--- src/design/ysu_pkg.sv ---
package ysu_pkg;

	// Defaults for the top-level parameters.
	localparam int MAX_ROW_DEFAULT    = 1024;
	localparam int VALUE_BITS_DEFAULT = 32;

	// Depth of the queue between the front and the back.
	localparam int QUEUE_DEPTH = 4;

	// Ratios are unsigned Q0.16, so a scaled product drops 16 bits.
	localparam int RATIO_BITS = 16;

	// Row counter width and the largest grid height.
	localparam int ROW_W     = 13;
	localparam int ROW_LIMIT = 8191;

	// Width of the raw grid size sums and of the position compares.
	localparam int GRID_SUM_W = 14;
	localparam int CMP_W      = 16;

	// Configuration port.
	localparam int CFG_INDEX_W = 3;
	localparam int CFG_DATA_W  = 16;

	localparam logic [CFG_INDEX_W-1:0] CFG_INTERIOR_WIDTH  = 3'd0;
	localparam logic [CFG_INDEX_W-1:0] CFG_INTERIOR_HEIGHT = 3'd1;
	localparam logic [CFG_INDEX_W-1:0] CFG_GUARD_CELLS     = 3'd2;
	localparam logic [CFG_INDEX_W-1:0] CFG_RATIO_X         = 3'd3;
	localparam logic [CFG_INDEX_W-1:0] CFG_RATIO_Y         = 3'd4;

	// Sweep kinds.
	localparam logic SWEEP_MAGNETIC = 1'b0;
	localparam logic SWEEP_ELECTRIC = 1'b1;

	// Configuration register set.
	typedef struct packed {
		logic [10:0] interior_width;
		logic [12:0] interior_height;
		logic [3:0]  guard_cells;
		logic [15:0] ratio_x;
		logic [15:0] ratio_y;
	} cfg_t;

	// Classification of one cell, made by the front.
	typedef struct packed {
		logic kind;
		logic in_region;
		logic last;
	} ctl_t;

endpackage

--- src/design/ysu_config.sv ---
module ysu_config (
	input  logic                                clk,
	input  logic                                arst_n,
	input  logic                                cfg_valid,
	output logic                                cfg_ready,
	input  logic [ysu_pkg::CFG_INDEX_W-1:0]     cfg_index,
	input  logic [ysu_pkg::CFG_DATA_W-1:0]      cfg_data,
	output ysu_pkg::cfg_t                       cfg
);
	import ysu_pkg::*;

	cfg_t cfg_q;

	// Writes are always taken.
	assign cfg_ready = 1'b1;
	assign cfg       = cfg_q;

	// Register file; an index past the list is dropped.
	always_ff @(posedge clk or negedge arst_n) begin
		if (!arst_n) begin
			cfg_q.interior_width  <= 11'd64;
			cfg_q.interior_height <= 13'd64;
			cfg_q.guard_cells     <= 4'd1;
			cfg_q.ratio_x         <= 16'd32768;
			cfg_q.ratio_y         <= 16'd32768;
		end else if (cfg_valid && cfg_ready) begin
			case (cfg_index)
				CFG_INTERIOR_WIDTH:  cfg_q.interior_width  <= cfg_data[10:0];
				CFG_INTERIOR_HEIGHT: cfg_q.interior_height <= cfg_data[12:0];
				CFG_GUARD_CELLS:     cfg_q.guard_cells     <= cfg_data[3:0];
				CFG_RATIO_X:         cfg_q.ratio_x         <= cfg_data[15:0];
				CFG_RATIO_Y:         cfg_q.ratio_y         <= cfg_data[15:0];
				default: begin
				end
			endcase
		end
	end

endmodule

--- config.mk ---
export PLATFORM = sky130hd
export DESIGN_NAME = ysu_config
export DESIGN_NICKNAME = d
export VERILOG_FILES = /design/src/design/ysu_pkg.sv /design/src/design/ysu_config.sv
export SDC_FILE = /design/constraint.sdc
export NUM_CORES = 1
export LEC_CHECK = 0
export ABC_AREA = 1
export BUFFER_PORTS_ARGS = -buffer_cell sky130_fd_sc_hd__buf_2
export CAP_MARGIN = 15
export CELL_PAD_IN_SITES_DETAIL_PLACEMENT = 0
export CELL_PAD_IN_SITES_GLOBAL_PLACEMENT = 1
export CORE_MARGIN = 4
export CORE_UTILIZATION = 35
export CTS_CLUSTER_SIZE = 10
export DETAILED_ROUTE_END_ITERATION = 7
export PLACE_DENSITY = 0.83
export SYNTH_ARGS = -nofsm -noshare
export SYNTH_HDL_FRONTEND = slang
export SYNTH_SLANG_ARGS = --single-unit
--- constraint.sdc ---
create_clock -name clk -period 0.8 [get_ports clk]
set_clock_uncertainty 0.05 [all_clocks]
set_input_delay 0.04 -clock clk [delete_from_list [all_inputs] [get_ports clk]]
set_output_delay 0.04 -clock clk [all_outputs]
set_load 0.005 [all_outputs]
# Word level (Yosys, flattened, before mapping)
# Index checks and enable logic that the tools add are counted.
[totals] ramBits=0 n_memories=0 input_bits=22 word_cells=15 register_bits=60 latch_bits=0 mem_bits_ro=0
[op_classes] mul=0 n_reduce_logical=6 add_sub_neg=0 n_eq_ne=4 magnitude_cmp=0 shift=0 muxes=0 div_mod_pow=0 bitwise=0
[ops] operator="$reduce_and A2 Y1" count=5
[ops] operator="$eq A3 B2 Y1 const B" count=2
[ops] operator="$eq A3 B1 Y1 const B" count=1
[ops] operator="$eq A3 B3 Y1 const B" count=1
[ops] operator="$logic_not A3 Y1" count=1

# Logic depth before layout (Yosys ltp)
[depth] depth_word=2 ltp_mapped=6

# Worst setup path before layout
# Ideal clock, no wire load.
[synth_path] path_type="input port to flip-flop" start="input cfg_index[0] (netlist name)" end="register cfg_q (netlist bit cfg[50])" required_time_ps=634 t_arrival_ps=628 cell_stages=6 path_buffers=2 setup_slack_ps=5 cell_sequence="nor2_1 buf_4 nand2_1 buf_2 nand2_1 nand2_1"
[synth_via] elab_chain_len=2
[synth_rtl] item="start: declaration" line_no="ysu_config.sv:6" rtl="input logic [ysu_pkg::CFG_INDEX_W-1:0] cfg_index,"
[synth_rtl] item="$logic_not A3 Y1" line_no="ysu_config.sv:27" rtl="case (cfg_index)"
[synth_rtl] item="$reduce_and A2 Y1 (no line)"
[synth_rtl] item="end: declaration" line_no="ysu_config.sv:12" rtl="cfg_t cfg_q;"
# Every way passes these cells.
# A chain may end at the register's enable or synchronous reset.

# Final worst setup path
[layout_path] start="register cfg_q (netlist bit cfg[31])" end="output cfg[31] (netlist name)"
[layout_lines] item="end: declaration" line_no="ysu_config.sv:8" rtl="output ysu_pkg::cfg_t cfg"
# No word-level cell between the ends.

==> results_dict.tcl <==
set metrics [dict create \
    cts_root_buf "clkbuf_8" \
    drc_errors 0 \
    final_area_sq_um 3750 \
    dp.cells 436 \
    setup_viol 62 \
    ys_warn_count 0 \
    hold_violations 0 \
    grt_max_degree 61 \
    grt_overflow 0 \
    ys_seq_area_frac 0.622 \
    diodes 0 \
    drt_wl_total_um 7170 \
    grt_pass1_wl_um 11600 \
    stdcell_count 503 \
    final_core_util 0.554 \
    vdd_drop_max_mv 1.23 \
    crit_type "reg -> out" \
    critPathSlowestCell "dfstp_2" \
    gp_congestion 0.821 \
    rows 30 \
    synth_nets 296 \
    clk_latency_ns 0.33 \
    core_area_sq_um 6760 \
    io_buffer_count 81 \
    antenna_found_initial 0 \
    clkTransAtPathRegs_ns 0.07 \
    cts_made_buffers 9 \
    firstDrtPassIters 4 \
    syn_avg_cell_area_sq_um 8.84 \
    cp_max_fo 2 \
    area_delta_synth_final_pct 54.6 \
    critPathTopFamily "flip-flops" \
    yosysUniqueCellTypes 14 \
    fillers 626 \
    crit_chain "buf_2" \
    seq_area_sq_um 1510 \
    drv_cap 0 \
    p_leak_nw 2.11 \
    grt_pass1_vias 2367 \
    htreeDepth 3 \
    cts_sinks 60 \
    ant_nets 0 \
    synth_top_area_share 0.568 \
    drive_gt1_frac 0.411 \
    violations "negative setup slack" \
    layout.nets 440 \
    tns_ns -8.81 \
    num_vias 2340 \
    io_pins 83 \
    mostFrequentLayoutCell "nand2_1" \
    pre_cts_ws_ns -0.166 \
    cp.required_ns 0.71 \
    cts_tree "yes" \
    die-area_sq_um 8320 \
    synthTopCellsByArea "dfrtp_1 (57%), nand2_1 (22%), nand3_1 (9.1%)" \
    min_period_ns 1.06 \
    largest_register_ffs 60 \
    vias_per_cell 4.65 \
    yosysTopAreaCell "dfrtp_1" \
    hold_class "in -> reg" \
    fin_ws_ns -0.262 \
    final_cell_mix "nand2_1 (124), buf_2 (78), dfrtp_1 (55)" \
    multi_input_area_sq_um 858 \
    fmax_ghz 0.941 \
    dp_hpwl_um 4540 \
    end_kind "output port" \
    drv_slew 0 \
    power_density_nw_per_um2 2410 \
    cp.buffers_inverters 1 \
    timing.final.crit_share 1.33 \
    rsz0062_at_grt "true" \
    outcome "finished with violations" \
    synth-seq-cells 60 \
    wl_per_cell_um 14.3 \
    die_y_um 91.2 \
    arrival_ns 0.97 \
    initial_core_util 0.359 \
    grt_usage 0.179 \
    critPathLaunchType "flip-flop" \
    postPlaceCellArea_sq_um 2990 \
    initialDrtViolationCount 69 \
    netlist_area_sq_um 2420 \
    postSynthCellCount 274 \
    slowest_delay_ns 0.53 \
    cts_buffer_depth 2 \
    fp.dieW_um 91.2 \
]
[Yosys cell counts]
library cell	n
nand3_1	44
nand2_1	143
buf_6	1
nor2_1	2
dfstp_2	5
conb_1	1
inv_1	4
buf_4	5
inv_2	2
nor2_2	1
dfrtp_1	55
nand2_2	1
buf_2	8
nor2_4	2
[metal layers]
metal  vias to the layer above  part of all wire  global-route usage
met2                        96              0.47               0.270
met3                         9             0.066              0.0398
met1                      1089              0.45               0.240
met5                         -                 0                   0
met4                         0             0.011              0.0917
li1                       1146                 -                   -
[worst paths after layout]
| kind | startpoint | to | slack [ns] | cells after the start |
|---|---|---|---|---|
| max | cfg[31] | cfg[31] | -0.26 | 1 |
| min | cfg_index[0] | cfg[33] | 0.09 | 5 |
| max reg2reg | cfg[41] | cfg[41] | -0.06 | 4 |
| min reg2reg | cfg[39] | cfg[39] | 0.42 | 2 |
| max in group asynchronous | arst_n | cfg[32] | 0.18 | 3 |
| min in group asynchronous | arst_n | cfg[24] | 0.20 | 3 |
[stage by stage]
stage          hold WS (ns)  power [mW]
2_1_floorplan        -0.306        4.59
3_3_place_gp         0.0219        5.51
3_5_place_dp         0.0249        5.55
4_1_cts              0.0776        8.78
5_1_grt               0.118        9.52
6_report             0.0943        9.01
[power by group]
| group | switching, mW | internal [mW] |
|---|---|---|
| Sequential | 0.335 | 3.64 |
| Combinational | 0.999 | 1.30 |
| Clock | 1.13 | 1.61 |
[worst reg2reg max path: stages, from the launching register on]
cell     delay, ns
dfrtp_1       0.38
buf_4         0.14
buf_6         0.10
nand2_2       0.05
nand2_1       0.04
[kinds of logic after synthesis]
family / synth area share
simple gates: 0.330
flops: 0.622
buf+inv: 0.0460
other cells: 0.00155
[repair_timing]
action | 4_1_cts | 5_1_grt
hold buffers | 17 | 0
endpoints found under the setup margin | 60 | 78
pin swaps | 0 | 12
gates resized for setup | 2 | 37
setup buffers | 27 | 8
hold endpoints to repair | 120 | 0
[final cells by class]
type / instances / share of cell area
Multi-Input combinational cell: 194 / 0.229
Inverter: 6 / 0.00601
Timing Repair Buffer: 147 / 0.283
Clock buffer: 14 / 0.0434
Clock inverter: 2 / 0.00935
Sequential cell: 60 / 0.402
Tap cell: 80 / 0.0267
Note: power is estimated with default switching activity, not from simulation.
