$ cat src/design/ysu_pkg.sv
package ysu_pkg;

	// Defaults for the top-level parameters.
	localparam int MAX_ROW_DEFAULT    = 1024;
	localparam int VALUE_BITS_DEFAULT = 32;

	// Depth of the queue between the front and the back.
	localparam int QUEUE_DEPTH = 4;

	// Ratios are unsigned Q0.16, so a scaled product drops 16 bits.
	localparam int RATIO_BITS = 16;

	// Row counter width and the largest grid height.
	localparam int ROW_W     = 13;
	localparam int ROW_LIMIT = 8191;

	// Width of the raw grid size sums and of the position compares.
	localparam int GRID_SUM_W = 14;
	localparam int CMP_W      = 16;

	// Configuration port.
	localparam int CFG_INDEX_W = 3;
	localparam int CFG_DATA_W  = 16;

	localparam logic [CFG_INDEX_W-1:0] CFG_INTERIOR_WIDTH  = 3'd0;
	localparam logic [CFG_INDEX_W-1:0] CFG_INTERIOR_HEIGHT = 3'd1;
	localparam logic [CFG_INDEX_W-1:0] CFG_GUARD_CELLS     = 3'd2;
	localparam logic [CFG_INDEX_W-1:0] CFG_RATIO_X         = 3'd3;
	localparam logic [CFG_INDEX_W-1:0] CFG_RATIO_Y         = 3'd4;

	// Sweep kinds.
	localparam logic SWEEP_MAGNETIC = 1'b0;
	localparam logic SWEEP_ELECTRIC = 1'b1;

	// Configuration register set.
	typedef struct packed {
		logic [10:0] interior_width;
		logic [12:0] interior_height;
		logic [3:0]  guard_cells;
		logic [15:0] ratio_x;
		logic [15:0] ratio_y;
	} cfg_t;

	// Classification of one cell, made by the front.
	typedef struct packed {
		logic kind;
		logic in_region;
		logic last;
	} ctl_t;

endpackage

$ cat src/design/ysu_queue.sv
module ysu_queue #(
	parameter int WIDTH = 8,
	parameter int DEPTH = ysu_pkg::QUEUE_DEPTH
) (
	input  logic             clk,
	input  logic             arst_n,
	input  logic             in_valid,
	output logic             in_ready,
	input  logic [WIDTH-1:0] in_data,
	output logic             out_valid,
	input  logic             out_ready,
	output logic [WIDTH-1:0] out_data
);
	localparam int PTR_W = $clog2(DEPTH);
	localparam int CNT_W = $clog2(DEPTH + 1);

	logic [WIDTH-1:0] entry_q [DEPTH];
	logic [PTR_W-1:0] wr_q, rd_q;
	logic [CNT_W-1:0] count_q;
	logic             push, pop;

	assign in_ready  = (count_q != CNT_W'(DEPTH));
	assign out_valid = (count_q != '0);
	assign push      = in_valid && in_ready;
	assign pop       = out_valid && out_ready;
	assign out_data  = entry_q[rd_q];

	// Entry storage.
	always_ff @(posedge clk) begin
		if (push) begin
			entry_q[wr_q] <= in_data;
		end
	end

	// Pointers and fill count.
	always_ff @(posedge clk or negedge arst_n) begin
		if (!arst_n) begin
			wr_q    <= '0;
			rd_q    <= '0;
			count_q <= '0;
		end else begin
			if (push) begin
				wr_q <= (wr_q == PTR_W'(DEPTH - 1)) ? '0 : wr_q + PTR_W'(1);
			end
			if (pop) begin
				rd_q <= (rd_q == PTR_W'(DEPTH - 1)) ? '0 : rd_q + PTR_W'(1);
			end
			if (push && !pop) begin
				count_q <= count_q + CNT_W'(1);
			end else if (pop && !push) begin
				count_q <= count_q - CNT_W'(1);
			end
		end
	end

endmodule

$ cat config.mk
export PLATFORM = sky130hd
export DESIGN_NAME = ysu_queue
export DESIGN_NICKNAME = d
export VERILOG_FILES = /design/src/design/ysu_pkg.sv /design/src/design/ysu_queue.sv
export SDC_FILE = /design/constraint.sdc
export NUM_CORES = 1
export LEC_CHECK = 0
export BUFFER_PORTS_ARGS = -buffer_cell sky130_fd_sc_hd__buf_2
export CAP_MARGIN = 20
export CORE_ASPECT_RATIO = 0.7
export CORE_MARGIN = 1
export CORE_UTILIZATION = 35
export CTS_CLUSTER_DIAMETER = 80
export DETAILED_ROUTE_END_ITERATION = 7
export SLEW_MARGIN = 25
export SYNTH_ARGS = -nofsm -noshare
export SYNTH_HDL_FRONTEND = slang
export SYNTH_SLANG_ARGS = --single-unit
$ cat constraint.sdc
create_clock -name clk -period 1.91 [get_ports clk]
set_clock_uncertainty 0.05 [all_clocks]
set_input_delay 0.0955 -clock clk [delete_from_list [all_inputs] [get_ports clk]]
set_output_delay 0.0955 -clock clk [all_outputs]
set_load 0.005 [all_outputs]
**Yosys cells after proc, flatten, opt, wreduce, memory -nomap -nowiden**

Memory sizes are Yosys's and may differ from the RTL's.
Cells that the tools add are included.

- Register bits after elaboration: 7
- Memories kept: 1
- Word-level logic and storage cells: 25
- Output and inout port bits: 10
- RAM bits: 32

Memories:

| memory | words | bits a word | read ports | clocked after Yosys merged registers in | write ports | RTL line | source |
|---|---|---|---|---|---|---|---|
| entry_q | 4 | 8 | 1 | 0 | 1 | ysu_queue.sv:17 | `logic [WIDTH-1:0] entry_q [DEPTH];` |

- Eq/ne operators: 3
- Add/subtract/negate cells: 4
- Reduce and logical (&&, ||, !) cells: 8
- Mux-type cells: 6

Operators by type and width:

| kind | count |
|---|---|
| $mux 3 | 2 |
| $add 2x1->2 const B | 2 |
| $eq 2x2->1 const B | 2 |
| $logic_and 1x1->1 | 4 |
| $mux 2 | 2 |
| $add 3x1->3 const B | 1 |
| $ne 3x3->1 const B | 1 |
| $reduce_bool 3->1 | 1 |
| $sub 3x1->3 const B | 1 |
| $logic_not 1->1 | 2 |
| $mux 1 | 2 |
| $reduce_bool 2->1 | 1 |

**Logic depth before layout (Yosys ltp)**

- Depth in word-level cells: 6
- Gate-level depth with buffers: 8
- Gate-level depth less buffers: 8

**Worst setup path after synthesis**

OpenSTA, ideal clock, no wires.

- Path type: register to register
- Start: register count_q[0]
- End: register count_q[2]
- Period minus slack after synthesis: 2.113 ns
- Path buffers: 0
- Data arrival time: 1.983 ns
- Setup slack: -0.203 ns
- Cell stages (with the launch flop): 9
- Setup time: 0.079 ns
- Cell sequence: dfrtp_1 or3_2 nand2_1 ha_1 inv_1 fa_1 xor2_1 nor2_1 xor2_1

- Word-level cells in the longest chain between the ends: 5
- Elaborated cells on any way between the ends: 13
- Those cells by class: add/sub (2); eq/ne (1); mux (2); reduce/logical (8)

RTL lines:

| what | RTL line | source |
|---|---|---|
| start: declaration | ysu_queue.sv:19 | `logic [CNT_W-1:0] count_q;` |
| start signal: assignment | ysu_queue.sv:49 | `count_q <= count_q + CNT_W'(1);` |
| start signal: assignment | ysu_queue.sv:51 | `count_q <= count_q - CNT_W'(1);` |
| $reduce_bool 3->1 (*) | ysu_queue.sv:23 | `assign out_valid = (count_q != '0);` |
| named net out_valid | ysu_queue.sv:10 | `output logic out_valid,` |
| $logic_and 1x1->1 (*) | ysu_queue.sv:25 | `assign pop = out_valid && out_ready;` |
| $logic_not 1->1 | ysu_queue.sv:48 | `if (push && !pop) begin` |
| $logic_and 1x1->1 | ysu_queue.sv:48 |  |
| $mux 3 / $reduce_bool 2->1 (equally long branches) | - |  |

The timed path passes the listed nets; every way through them passes the cells marked *. The select of a mux whose other input is x is not followed.
A chain may end at the register's enable or synchronous reset.

**Worst setup path in the final report**

- Start: register count_q[0]
- End: register count_q[1]

- Word-level cells in the longest chain between the ends: 5
- Elaborated cells on any way between the ends: 13
- Those cells by class: add/sub (2); eq/ne (1); mux (2); reduce/logical (8)

RTL lines:

| what | RTL line | source |
|---|---|---|
| $ne 3x3->1 (*) | ysu_queue.sv:22 | `assign in_ready = (count_q != CNT_W'(DEPTH));` |
| $logic_and 1x1->1 (*) | ysu_queue.sv:24 | `assign push = in_valid && in_ready;` |
| named net push | ysu_queue.sv:20 | `logic push, pop;` |
| $logic_not 1->1 | ysu_queue.sv:50 | `end else if (pop && !push) begin` |
| $logic_and 1x1->1 | ysu_queue.sv:50 |  |
| $reduce_bool 2->1 (no source line) | - |  |

Marked as above.

==> results.rst <==
.. list-table::
   :header-rows: 1

   * - Metric
     - Value
   * - Most common cell after layout, fill and taps aside
     - edfxtp_1
   * - Remaining number of nets flagged by the antenna check after routing
     - 0
   * - Setup slack of the worst register-to-register path
     - -0.1 ns
   * - Cell Pwr Density
     - between 1000 and 1500 nW/um2
   * - Maximum fanout along the worst path
     - 3
   * - Via Count
     - approximately 810
   * - DRC
     - 0
   * - Worst hold margin
     - ~0.11 ns
   * - Quantity of I/O buffers inserted on ports
     - 21
   * - Switching power share of the total
     - 0.2814
   * - Portion of total power attributed to sequential cells
     - 0.448
   * - Setup violations, final
     - 2
   * - Post-route worst setup slack
     - -0.09520 ns
   * - Global-route wire length before repair
     - between 4000 and 5000 um
   * - Chip width
     - between 80 and 90 um
   * - Area growth syn-to-layout
     - 29.04%
   * - Crit path kind
     - register to register
   * - Kind of end point of the critical path
     - register
   * - Vias in the first global route
     - 856
   * - CTS tree
     - done
   * - Mean area per synthesized cell
     - 20.44 um2
   * - Core region area
     - roughly 4400 um2
   * - Commonest cells after routing, fill and taps aside
     - edfxtp_1 (32), buf_2 (21), dlygate4sd3_1 (9), buf_4 (9), mux4_2 (8)
   * - Depth of the worst register-to-register path
     - 6
   * - Num Clock Sinks
     - 39
   * - Drt first pass iters
     - 4
   * - Max Cap Viol
     - 0
   * - Final Wtd Congestion
     - 0.7340
   * - Number of pins exceeding their max-slew limit in the final report
     - 0
   * - RSZ-0062 raised after global routing
     - yes
   * - Sort of element at the start of the critical path
     - register
   * - Number of antenna violations at the first check in global routing
     - 0
   * - Seq cells post-synth
     - 39
   * - Worst-skew pair later-pin latency
     - approximately 0.28 ns
   * - Combinational share of power
     - 0.330
   * - Max Clock Freq
     - ~500 MHz
   * - Total internal power
     - ~0.0021 W
   * - Relative slew margins
     - 0.6928
   * - Final HPWL from detailed placement
     - around 1800 um
   * - Root buffer cell
     - clkbuf_8
   * - Die height
     - slightly below 60 um
   * - Violated checks
     - negative setup slack
   * - Average via count per standard cell
     - between 4 and 5
   * - Maximum level of the CTS H-tree
     - 2
   * - Antenna diode count
     - 0
   * - Total CTS buffers
     - 5
   * - Number of buffers on the longest clock path
     - 2
   * - CP required
     - 2.04 ns
   * - Switching Power
     - roughly 0.00084 W
   * - Mapped Nets
     - 97
   * - Floorplan row count
     - 20
   * - Largest net degree at the start of global routing
     - 14
   * - Crit path DAT
     - between 2 and 2.5 ns
   * - Post-synthesis instance area
     - between 1500 and 2000 um2
   * - Die Outline Area
     - 4833 um2
   * - Least-Margin Pin Slew
     - 0.4607 ns
   * - Critical R2R Capture
     - count_q[1]$_DFFE_PN0P_
   * - Fill cells
     - around 400
   * - Min-delay worst type
     - input port to asynchronous set/reset pin
   * - Wire length reported by the detailed router
     - about 2600 um
   * - Final Hold Violating Endpoints
     - 0
   * - Clock slew at reported path FFs
     - approximately 0.070 ns
   * - Worst-case vdd ir drop
     - about 660 uV
   * - Final #Nets
     - approximately 140
   * - Share of synthesized area occupied by flip-flops and latches
     - 0.7127
   * - Final Critical Period
     - approximately 2 ns
   * - Synthesized instance count
     - between 70 and 80
   * - Delay of the slowest cell on the worst path
     - 0.41 ns
   * - Worst r2r src
     - count_q[0]$_DFFE_PN0P_
   * - Final design area excluding fillers
     - around 2000 um2
   * - Leakage power summed over all cells
     - ~0.79 nW
   * - Cell with the largest stage delay on the worst path
     - fa_2
   * - Proportion of power drawn by the clock network
     - 0.222
   * - Post-Route Utilization
     - 0.4724
   * - Number of warnings issued by yosys
     - 0
   * - Effective utilization at floorplan
     - 0.3661
   * - Iteration-0 DRC count of the detailed router
     - 14
   * - Post-detailed-placement cell area
     - approximately 1800 um2
   * - Global-route usage over all layers
     - 0.1329
   * - Worst-path cell chain
     - or3b_4 -> and2_4 -> ha_4 -> inv_2 -> fa_2 -> mux2_2
   * - Final global-route overflow total
     - 0
   * - Routed wire length per instance
     - about 15 um
   * - Boundary pin count
     - 22
   * - Distinct cell type count of the synthesized netlist
     - 18
   * - Fraction of layout cells with a size suffix above 1
     - 0.5122
   * - Outcome
     - finished with violations
   * - Share of the clock period used by the worst path
     - 1.050
[worst max-delay path by stage]
stage | startpoint | endpoint | depth (start not counted)
floorplan | count_q[1]$_DFFE_PN0P_ | count_q[1]$_DFFE_PN0P_ | 6
global placement | count_q[1]$_DFFE_PN0P_ | count_q[1]$_DFFE_PN0P_ | 6
detailed placement | count_q[1]$_DFFE_PN0P_ | count_q[1]$_DFFE_PN0P_ | 6
CTS | count_q[1]$_DFFE_PN0P_ | count_q[1]$_DFFE_PN0P_ | 6
global route | count_q[0]$_DFFE_PN0P_ | count_q[2]$_DFFE_PN0P_ | 8
finish | count_q[0]$_DFFE_PN0P_ | count_q[1]$_DFFE_PN0P_ | 6
[final cells by class]
class	instances	area (um2)	share of cell area
repair buffers	39	262.8	0.1277
clock buffers	5	68.82	0.03346
well taps	55	68.82	0.03346
clock inverters	3	43.79	0.02129
multi-input cells	34	464.2	0.2257
flip-flops and latches	39	1137	0.5529
inverters	3	11.26	0.005474
[cell families after synthesis]
group                      synth area share
xor gates and xnor gates            0.01649
buffers and inverters               0.01255
and+or+nand+nor                     0.04553
adders and majority gates           0.05965
DFF                                  0.7127
muxes                                0.1531
[metrics by stage]
step           setup TNS [ns]  total power (W)  std cells  worst slack (ns)
2_1_floorplan         -0.1336         0.001935         78          -0.08730
3_3_place_gp         -0.07508         0.002281        159          -0.07508
3_5_place_dp          -0.1241         0.002312        159          -0.07037
4_1_cts               -0.1619         0.003044        178          -0.09775
5_1_grt               -0.2841         0.003204        178           -0.1432
6_report              -0.1370         0.002987        178          -0.09520
[timing repair]
action / CTS / global route
hold endpoints to repair: 39 / 0
endpoints found under the setup margin: 10 / 2
setup buffers: 2 / 0
hold buffers: 9 / 0
pin swaps: 4 / 4
resized for setup: 3 / 0
[registers in the layout, summed over array words and instances (netlist names)]
| register | flops |
|---|---|
| wr_q | 2 |
| entry_q | 32 |
| count_q | 3 |
| rd_q | 2 |
[metal layers]
| metal | global-route usage | up-vias | routed length [um] | share of wire |
|---|---|---|---|---|
| met5 | 0 | - | 0 | 0 |
| li1 | - | 388 | - | - |
| met2 | 0.2049 | 16 | 1286 | 0.49 |
| met4 | 0.05911 | 0 | 22 | 0.0083 |
| met3 | 0.05581 | 2 | 115 | 0.044 |
| met1 | 0.1641 | 401 | 1215 | 0.46 |
[synthesized netlist by cell type (all sizes together)]
cell / number / area (um2)
mux2: 5 / 63.81
nor2: 3 / 11.26
or3: 1 / 7.510
and3: 4 / 30.03
xor2: 2 / 17.52
ha: 6 / 75.07
buf: 2 / 8.750
edfxtp: 32 / 960.9
dfrtp: 7 / 175.2
and2: 1 / 8.760
xnor2: 1 / 8.760
or3b: 1 / 11.26
inv: 3 / 11.26
nand2: 1 / 3.750
fa: 1 / 20.02
mux4: 8 / 180.2
[critical path: cells and delay by family, from the launching register on]
family	cells	cell delay [ns]
mux	1	0.26
fa+ha+maj	2	0.57
buf+inv	1	0.05
simple gates	2	0.56
flops	1	0.40
[power groups by stage]
| stage | combinational (W) | clock (W) | sequential (W) |
|---|---|---|---|
| after global placement | 0.000941 | 0 | 0.00134 |
| after CTS | 0.00101 | 0.000687 | 0.00135 |
| after floorplan | 0.000689 | 0 | 0.00125 |
| final | 0.000985 | 0.000664 | 0.00134 |
| after global routing | 0.00111 | 0.000721 | 0.00137 |
| after detailed placement | 0.000955 | 0 | 0.00136 |
Power figures use the tool's default switching activity.
