## config.mk

```make
export PLATFORM = sky130hd
export DESIGN_NAME = ysu_front
export DESIGN_NICKNAME = d
export VERILOG_FILES = /design/src/design/ysu_pkg.sv /design/src/design/ysu_front.sv
export SDC_FILE = /design/constraint.sdc
export NUM_CORES = 1
export LEC_CHECK = 0
export ABC_AREA = 1
export BUFFER_PORTS_ARGS = -buffer_cell sky130_fd_sc_hd__buf_2
export CAP_MARGIN = 30
export CORE_AREA = 4 4 177 179
export DETAILED_ROUTE_END_ITERATION = 6
export DIE_AREA = 0 0 181 183
export SLEW_MARGIN = 25
export SYNTH_ARGS = -nofsm -noshare
export SYNTH_HDL_FRONTEND = slang
export SYNTH_SLANG_ARGS = --single-unit
```

## constraint.sdc

```tcl
create_clock -name clk -period 14 [get_ports clk]
set_input_delay 3.5 -clock clk [delete_from_list [all_inputs] [get_ports clk]]
set_output_delay 3.5 -clock clk [all_outputs]
set_load 0.03 [all_outputs]
```

## src/design/ysu_pkg.sv

```systemverilog
package ysu_pkg;

	// Defaults for the top-level parameters.
	localparam int MAX_ROW_DEFAULT    = 1024;
	localparam int VALUE_BITS_DEFAULT = 32;

	// Depth of the queue between the front and the back.
	localparam int QUEUE_DEPTH = 4;

	// Ratios are unsigned Q0.16, so a scaled product drops 16 bits.
	localparam int RATIO_BITS = 16;

	// Row counter width and the largest grid height.
	localparam int ROW_W     = 13;
	localparam int ROW_LIMIT = 8191;

	// Width of the raw grid size sums and of the position compares.
	localparam int GRID_SUM_W = 14;
	localparam int CMP_W      = 16;

	// Configuration port.
	localparam int CFG_INDEX_W = 3;
	localparam int CFG_DATA_W  = 16;

	localparam logic [CFG_INDEX_W-1:0] CFG_INTERIOR_WIDTH  = 3'd0;
	localparam logic [CFG_INDEX_W-1:0] CFG_INTERIOR_HEIGHT = 3'd1;
	localparam logic [CFG_INDEX_W-1:0] CFG_GUARD_CELLS     = 3'd2;
	localparam logic [CFG_INDEX_W-1:0] CFG_RATIO_X         = 3'd3;
	localparam logic [CFG_INDEX_W-1:0] CFG_RATIO_Y         = 3'd4;

	// Sweep kinds.
	localparam logic SWEEP_MAGNETIC = 1'b0;
	localparam logic SWEEP_ELECTRIC = 1'b1;

	// Configuration register set.
	typedef struct packed {
		logic [10:0] interior_width;
		logic [12:0] interior_height;
		logic [3:0]  guard_cells;
		logic [15:0] ratio_x;
		logic [15:0] ratio_y;
	} cfg_t;

	// Classification of one cell, made by the front.
	typedef struct packed {
		logic kind;
		logic in_region;
		logic last;
	} ctl_t;

endpackage

```

## src/design/ysu_front.sv

```systemverilog
module ysu_front #(
	parameter int MAX_ROW    = ysu_pkg::MAX_ROW_DEFAULT,
	parameter int VALUE_BITS = ysu_pkg::VALUE_BITS_DEFAULT
) (
	input  logic                          clk,
	input  logic                          arst_n,
	input  ysu_pkg::cfg_t                 cfg,
	input  logic                          in_valid,
	input  logic                          in_ready,
	input  logic [1:0]                    in_user,  // command, sweep_start
	input  logic [6*VALUE_BITS-1:0]       in_data,  // e_x, e_y, e_z, b_x, b_y, b_z
	output logic                          push,
	output ysu_pkg::ctl_t                 push_ctl,
	output logic [$clog2(MAX_ROW)-1:0]    push_col,
	output logic [6*VALUE_BITS-1:0]       push_data
);
	import ysu_pkg::*;

	localparam int COL_W = $clog2(MAX_ROW);

	logic [COL_W-1:0]      col_q;
	logic [ROW_W-1:0]      row_q;
	logic                  kind_q;

	logic [GRID_SUM_W-1:0] w_raw, w_sat, w_full, w_m1;
	logic [GRID_SUM_W-1:0] h_raw, h_sat, h_full, h_m1;
	logic [CMP_W-1:0]      w16, h16, g16, i16, j16;
	logic                  start, kind_cur;
	logic [COL_W-1:0]      col_cur, col_nxt;
	logic [ROW_W-1:0]      row_cur, row_nxt;
	logic                  in_region, last;

	// Grid size: guards added, clamped to the line buffer and row limit.
	always_comb begin
		w_raw  = GRID_SUM_W'(cfg.interior_width) + GRID_SUM_W'({cfg.guard_cells, 1'b0});
		w_sat  = (w_raw > GRID_SUM_W'(MAX_ROW)) ? GRID_SUM_W'(MAX_ROW) : w_raw;
		w_full = (w_sat == '0) ? GRID_SUM_W'(1) : w_sat;
		w_m1   = w_full - GRID_SUM_W'(1);
		h_raw  = GRID_SUM_W'(cfg.interior_height) + GRID_SUM_W'({cfg.guard_cells, 1'b0});
		h_sat  = (h_raw > GRID_SUM_W'(ROW_LIMIT)) ? GRID_SUM_W'(ROW_LIMIT) : h_raw;
		h_full = (h_sat == '0) ? GRID_SUM_W'(1) : h_sat;
		h_m1   = h_full - GRID_SUM_W'(1);
	end

	// Position of this cell; a sweep start reloads it from the command.
	always_comb begin
		start    = in_user[1];
		kind_cur = start ? in_user[0] : kind_q;
		if (start) begin
			col_cur = (in_user[0] == SWEEP_ELECTRIC) ? '0 : w_m1[COL_W-1:0];
			row_cur = (in_user[0] == SWEEP_ELECTRIC) ? '0 : h_m1[ROW_W-1:0];
		end else begin
			col_cur = col_q;
			row_cur = row_q;
		end
		w16 = CMP_W'(w_full);
		h16 = CMP_W'(h_full);
		g16 = CMP_W'(cfg.guard_cells);
		i16 = CMP_W'(col_cur);
		j16 = CMP_W'(row_cur);
	end

	// Stencil region, last cell and next position for either sweep.
	always_comb begin
		if (kind_cur == SWEEP_MAGNETIC) begin
			in_region = (i16 >= g16) && (i16 + g16 + CMP_W'(2) <= w16) &&
				(j16 >= g16) && (j16 + g16 + CMP_W'(2) <= h16);
			last = (col_cur == '0) && (row_cur == '0);
			if (col_cur == '0) begin
				col_nxt = w_m1[COL_W-1:0];
				row_nxt = (row_cur == '0) ? h_m1[ROW_W-1:0] : row_cur - ROW_W'(1);
			end else begin
				col_nxt = col_cur - COL_W'(1);
				row_nxt = row_cur;
			end
		end else begin
			in_region = (i16 >= g16 + CMP_W'(1)) && (i16 + g16 + CMP_W'(1) <= w16) &&
				(j16 >= g16 + CMP_W'(1)) && (j16 + g16 + CMP_W'(1) <= h16);
			last = (i16 == w16 - CMP_W'(1)) && (j16 == h16 - CMP_W'(1));
			if (i16 + CMP_W'(1) >= w16) begin
				col_nxt = '0;
				row_nxt = (j16 + CMP_W'(1) >= h16) ? '0 : row_cur + ROW_W'(1);
			end else begin
				col_nxt = col_cur + COL_W'(1);
				row_nxt = row_cur;
			end
		end
	end

	// Hand the classified cell to the queue.
	assign push               = in_valid && in_ready;
	assign push_ctl.kind      = kind_cur;
	assign push_ctl.in_region = in_region;
	assign push_ctl.last      = last;
	assign push_col           = col_cur;
	assign push_data          = in_data;

	// Position counters advance on every transfer.
	always_ff @(posedge clk or negedge arst_n) begin
		if (!arst_n) begin
			col_q  <= '0;
			row_q  <= '0;
			kind_q <= SWEEP_MAGNETIC;
		end else if (push) begin
			col_q  <= col_nxt;
			row_q  <= row_nxt;
			kind_q <= kind_cur;
		end
	end

endmodule

```

# Yosys cells after proc, flatten, opt, wreduce, memory -nomap -nowiden
# Cells that the tools add are included.
dict set report classes {
  mul 0
  bitwise_logic 0
  shifts 0
  n_lt_le_gt_ge 12
  n_mux 19
  reduce_logical 13
  n_div 0
  add_sub_neg 19
  eq_ne 2
}
# operator count
set op_table {}
lappend op_table {{13-bit 2-to-1 mux} 7}
lappend op_table {{10-bit 2-to-1 mux} 5}
lappend op_table {{16-bit by 2-bit adder with 16-bit output, second input constant} 2}
lappend op_table {{14-bit logical NOT} 2}
lappend op_table {{14-bit 2-to-1 mux} 2}
lappend op_table {{13-bit by 1-bit subtractor with 13-bit output, second input constant} 2}
lappend op_table {{12-bit 2-to-1 mux} 2}
lappend op_table {{10-bit by 1-bit subtractor with 10-bit output, second input constant} 2}
lappend op_table {{10-bit by 16-bit == test with 1-bit output} 1}
lappend op_table {{13-bit by 16-bit == test with 1-bit output} 1}
lappend op_table {{10-bit by 16-bit >= comparator with 1-bit output} 1}
lappend op_table {{16-bit by 12-bit <= comparator with 1-bit output} 1}
lappend op_table {{16-bit by 14-bit <= comparator with 1-bit output} 1}
lappend op_table {{14-bit by 1-bit adder with 15-bit output, second input constant} 1}
lappend op_table {{15-bit by 14-bit <= comparator with 1-bit output} 1}
lappend op_table {{14-bit by 1-bit subtractor with 15-bit output, second input constant} 1}
lappend op_table {{13-bit by 1-bit adder with 14-bit output, second input constant} 1}
lappend op_table {{13-bit by 4-bit adder with 14-bit output} 1}
lappend op_table {{13-bit by 5-bit adder with 14-bit output} 1}
lappend op_table {{14-bit >= comparator} 1}
lappend op_table {{14-bit by 13-bit greater-than comparator with 1-bit output, second input constant} 1}
lappend op_table {{13-bit by 1-bit adder with 13-bit output, second input constant} 1}
lappend op_table {{13-bit by 4-bit >= comparator with 1-bit output} 1}
lappend op_table {{13-bit by 5-bit >= comparator with 1-bit output} 1}
lappend op_table {{other kinds (15)} 25}
dict set report totals {
  ram_bits 0
  latchBits 0
  rom_bits 0
  memories 0
  register_bits 24
}

# Logic depth before layout (Yosys ltp)
dict set report logic_depth {
  word_depth 15
  ltp_mapped 49
  mapped_depth_nobuf 47
}

# Worst setup path before layout
# OpenSTA, ideal clock, no wires.
dict set report synth_path {
  kind {input to output}
  start {input port cfg[32] in the netlist's numbering}
  end {output port push_ctl[1] in the netlist's numbering}
  cell_stages 41
  arrival_ps 9770
  required_ps 10500
  path_slack_ps 730
  cell_sequence {ha_1 -> inv_1 -> fa_1 -> nor2_2 -> nor2_4 -> nor2_2 -> nand3b_1 -> nand2_2 -> nand3_2 -> inv_2 -> nand3_4 -> nand2_1 -> inv_1 -> ha_1 -> o22ai_1 -> inv_1 -> fa_1 -> nor2_1 -> [... 5 more ...] -> nand2_2 -> nand3_2 -> nor2_2 -> nand2_1 -> xor2_1 -> inv_1 -> ha_1 -> a21o_1 -> a21oi_1 -> o31ai_1 -> nand3_1 -> a21boi_0 -> nor2_1 -> nor2_1 -> a211oi_1 -> nand3_1 -> nand2_1 -> buf_4}
}
dict set report synth_via {
  elab_chain_cells 15
  word_cells_on_any_way 38
  classes_between {add/sub: 11; order compare: 10; mux: 9; reduce/logical: 8}
}
# item line
set synth_lines {}
lappend synth_lines {{start, declared} ysu_front.sv:7} ;# input ysu_pkg::cfg_t cfg,
lappend synth_lines {{parallel branches: the longest is 14 deep, another holds 16-bit by 2-bit adder with 16-bit output} -}
lappend synth_lines {{1-bit 2-to-1 mux (*)} ysu_front.sv:65} ;# if (kind_cur == SWEEP_MAGNETIC) begin
lappend synth_lines {{end, declared} ysu_front.sv:13} ;# output ysu_pkg::ctl_t push_ctl,
# Mark *: on every way between the ends.

==> key figures <==
Die
  – Die W: 181 um
  – Row Count: 63
  – Die H: 183 um
  – Core Footprint: 29600 um2
  – Die Area: 33100 um2
  – Starting density of the core: 0.355
  – Number of I/O pins: 464

Clock network
  – Skew-Pair Late Insertion Delay: 0.27 ns
  – CTS H-tree lvls: 1
  – CTS sink count: 24
  – Clock root buffer: clkbuf_16
  – Hold-fix buffers, CTS: 0
  – Clock transition at path regs: 0.07 ns
  – Max clock buf depth: 2
  – CTS tree: yes
  – CTS buffer count: 3

Pwr
  – P per Cell Area: 85.8 nW/um2
  – VDD IR max: 38.7 uV
  – P_leak: 5.34 nW
  – Total power: 864 uW

Cells and area
  – Layout fillers: 3263
  – Non-Filler Instances: 1937
  – P&R area growth vs syn: -3.99%
  – Share of cells above drive strength 1: 0.162
  – Ant. Diodes: 0
  – Net count, final: 1937

Drt
  – 1st-iter DRT viols: 870
  – WL final: 32.5 mm
  – Residual DRC count: 0
  – Drt wl/cell: 16.8 um
  – Via/cell ratio: 5.22
  – ANT nets after route: 0
  – Drt pass-1 iters: 5
  – Routed via count: 10100

Synth
  – Most frequent cells after synthesis: nand2_1, buf_4, inv_1
  – Post-synth top area share: 0.150
  – Synth Register Bits: 24
  – Post-Synthesis Cells: 1667
  – Number of flops mapped to enable cells by yosys: 0
  – Unique masters post-synth: 61
  – Area leader, netlist: ha_1
  – Post-synth ARST share: 1.00
  – Top cells by area, synth: ha_1, buf_4, nand2_1
  – Cell area after synthesis: 10500 um2
  – Mapped Avg Cell Area: 6.30 um2
  – Synth Warn #: 0
  – Most common cell in the synthesized netlist: nand2_1
  – Synth Flop Type: dfrtp_1
  – Sequential area share after synthesis: 0.0572

Min path
  – Hold Crit Class: reg2reg

Timing
  – Slew Viols, Final: 0
  – Fmax: 74.5 MHz
  – Final Critical Period: 13.43 ns
  – Final setup viols: 0
  – Hold WS: 0.483 ns
  – Slew headroom: 0.496
  – Layout Skew: 0.00345 ns
  – Fin crit share: 0.959
  – Setup TNS: 0 ns
  – Final Hold Viols: 0
  – Slew @ Worst Pin: 0.753 ns

Setup path
  – Max FO, Critical Path: 10
  – Critical Path RT: 10.50 ns
  – Critical Path Sink Type: output pin
  – Crit path DAT: 9.93 ns
  – Max incr delay on CP: 0.55 ns
  – Worst path most repeated cell: nand2_1
  – Slowest-stage cell, CP: o41ai_2
  – WS Path Type: in2out
  – Critical Path Source Type: primary input

Placement
  – GPL Wtd Cong: 0.942
  – I/O Buffers: 47
  – Placed wire-length estimate: 26.6 mm
  – DP Cell Count: 1926

Global route
  – Vias in the first global route: 9452
  – First-pass GRT wire length: 51.5 mm
  – Initial antenna violation count: 0
  – GRT Util Overall: 0.189
  – Total gr overflow: 0
  – Largest net degree at the start of global routing: 40

Run
  – Max Cap Viol: 0

Outcome
  – Status: completed
[cells by family (layout without fill, tap and decap cells)]
group / count (synthesis) / after routing / share of synthesized area
AND/OR/NAND/NOR: 828 / 828 / 0.383
other: 2 / 7 / 0.000715
AO/OA/AOI/OAI: 185 / 185 / 0.111
adder cells (fa/ha/maj): 130 / 130 / 0.158
flip-flops: 24 / 24 / 0.0572
XOR/XNOR: 58 / 58 / 0.0541
buffers and inverters: 440 / 315 / 0.236
[repair_timing]
action | CTS | global route
setup endpoints to repair | 0 | 1
setup buffers | 0 | 8
endpoints found under the hold margin | 0 | 0
resized for setup | 0 | 18
[worst paths after layout]
check	slack, ns	end	cells after the start	startpoint
max	0.57	push_ctl[1]	35	cfg[32]
min	0.48	col_q[4]	2	col_q[4]
max reg2reg	9.41	row_q[3]	24	row_q[1]
min reg2reg	0.48	col_q[4]	2	col_q[4]
max in group asynchronous	10.35	col_q[0]	1	arst_n
min in group asynchronous	3.24	col_q[9]	1	arst_n
[registers in the layout, summed over array words and instances (netlist names)]
register  count
kind_q        1
row_q        13
col_q        10
[cell type report]
class                      instances  area, um2  share of cell area
multi-input combinational       1208       7500               0.744
tap                              390        488              0.0484
inverter                         221        837              0.0831
clock buffer                       3       75.1             0.00745
timing repair buffer              91        581              0.0576
sequential                        24        601              0.0596
[through the flow]
| stage | utilization | cell area [um2] | setup slack [ns] |
|---|---|---|---|
| after CTS | 0.336 | 9940 | 0.258 |
| after floorplan | - | 10500 | 0.730 |
| final | 0.341 | 10100 | 0.574 |
| after detailed placement | 0.334 | 9870 | 0.289 |
| after global placement | 0.334 | 9870 | 0.276 |
| after global routing | 0.341 | 10100 | -0.00683 |
[metal layers]
layer  up-vias  GRT usage  wire length [um]
met5         -          0                 0
met4         0     0.0639              1100
met3       114     0.0222              2180
met2       376      0.303             14200
met1      4614      0.264             15000
li1       5007          -                 -
[worst max-delay path, delay by kind of cell]
kind	cells	cell delay, ns
simple gates	20	2.98
fa+ha+maj	5	1.44
compound gates	4	1.07
buf+inv	5	0.78
xor+xnor	1	0.15
[report_power, final]
group	internal [mW]	total, mW	leakage [nW]	switching, mW
registers	0.0847	0.0929	0.282	0.00819
logic	0.247	0.705	5.02	0.458
clock network	0.0380	0.0662	0.0370	0.0281
[cell usage in the layout (no fill, tap or decap), drive strengths merged, types with 2 or more instances in the layout]
master / synthesis / layout
and2: 6 / 6
clkinv: 3 / 3
ha: 126 / 126
a21oi: 80 / 80
nand2: 419 / 419
fa: 4 / 4
a211oi: 5 / 5
o21a: 3 / 3
a31oi: 2 / 2
dfrtp: 24 / 24
nor2: 163 / 163
buf: 211 / 90
o21ai: 44 / 44
a21o: 3 / 3
o221ai: 5 / 5
xnor2: 15 / 15
clkbuf: 8 / 4
conb: 2 / 7
nand3b: 12 / 12
o21bai: 3 / 3
nor3: 17 / 17
a21boi: 5 / 5
nor4: 4 / 4
o41ai: 4 / 4
nand3: 160 / 160
a221oi: 3 / 3
inv: 218 / 218
o211ai: 16 / 16
xor2: 43 / 43
o31ai: 3 / 3
o22ai: 4 / 4
nand4: 46 / 46
Note: power is estimated with default switching activity, not from simulation.
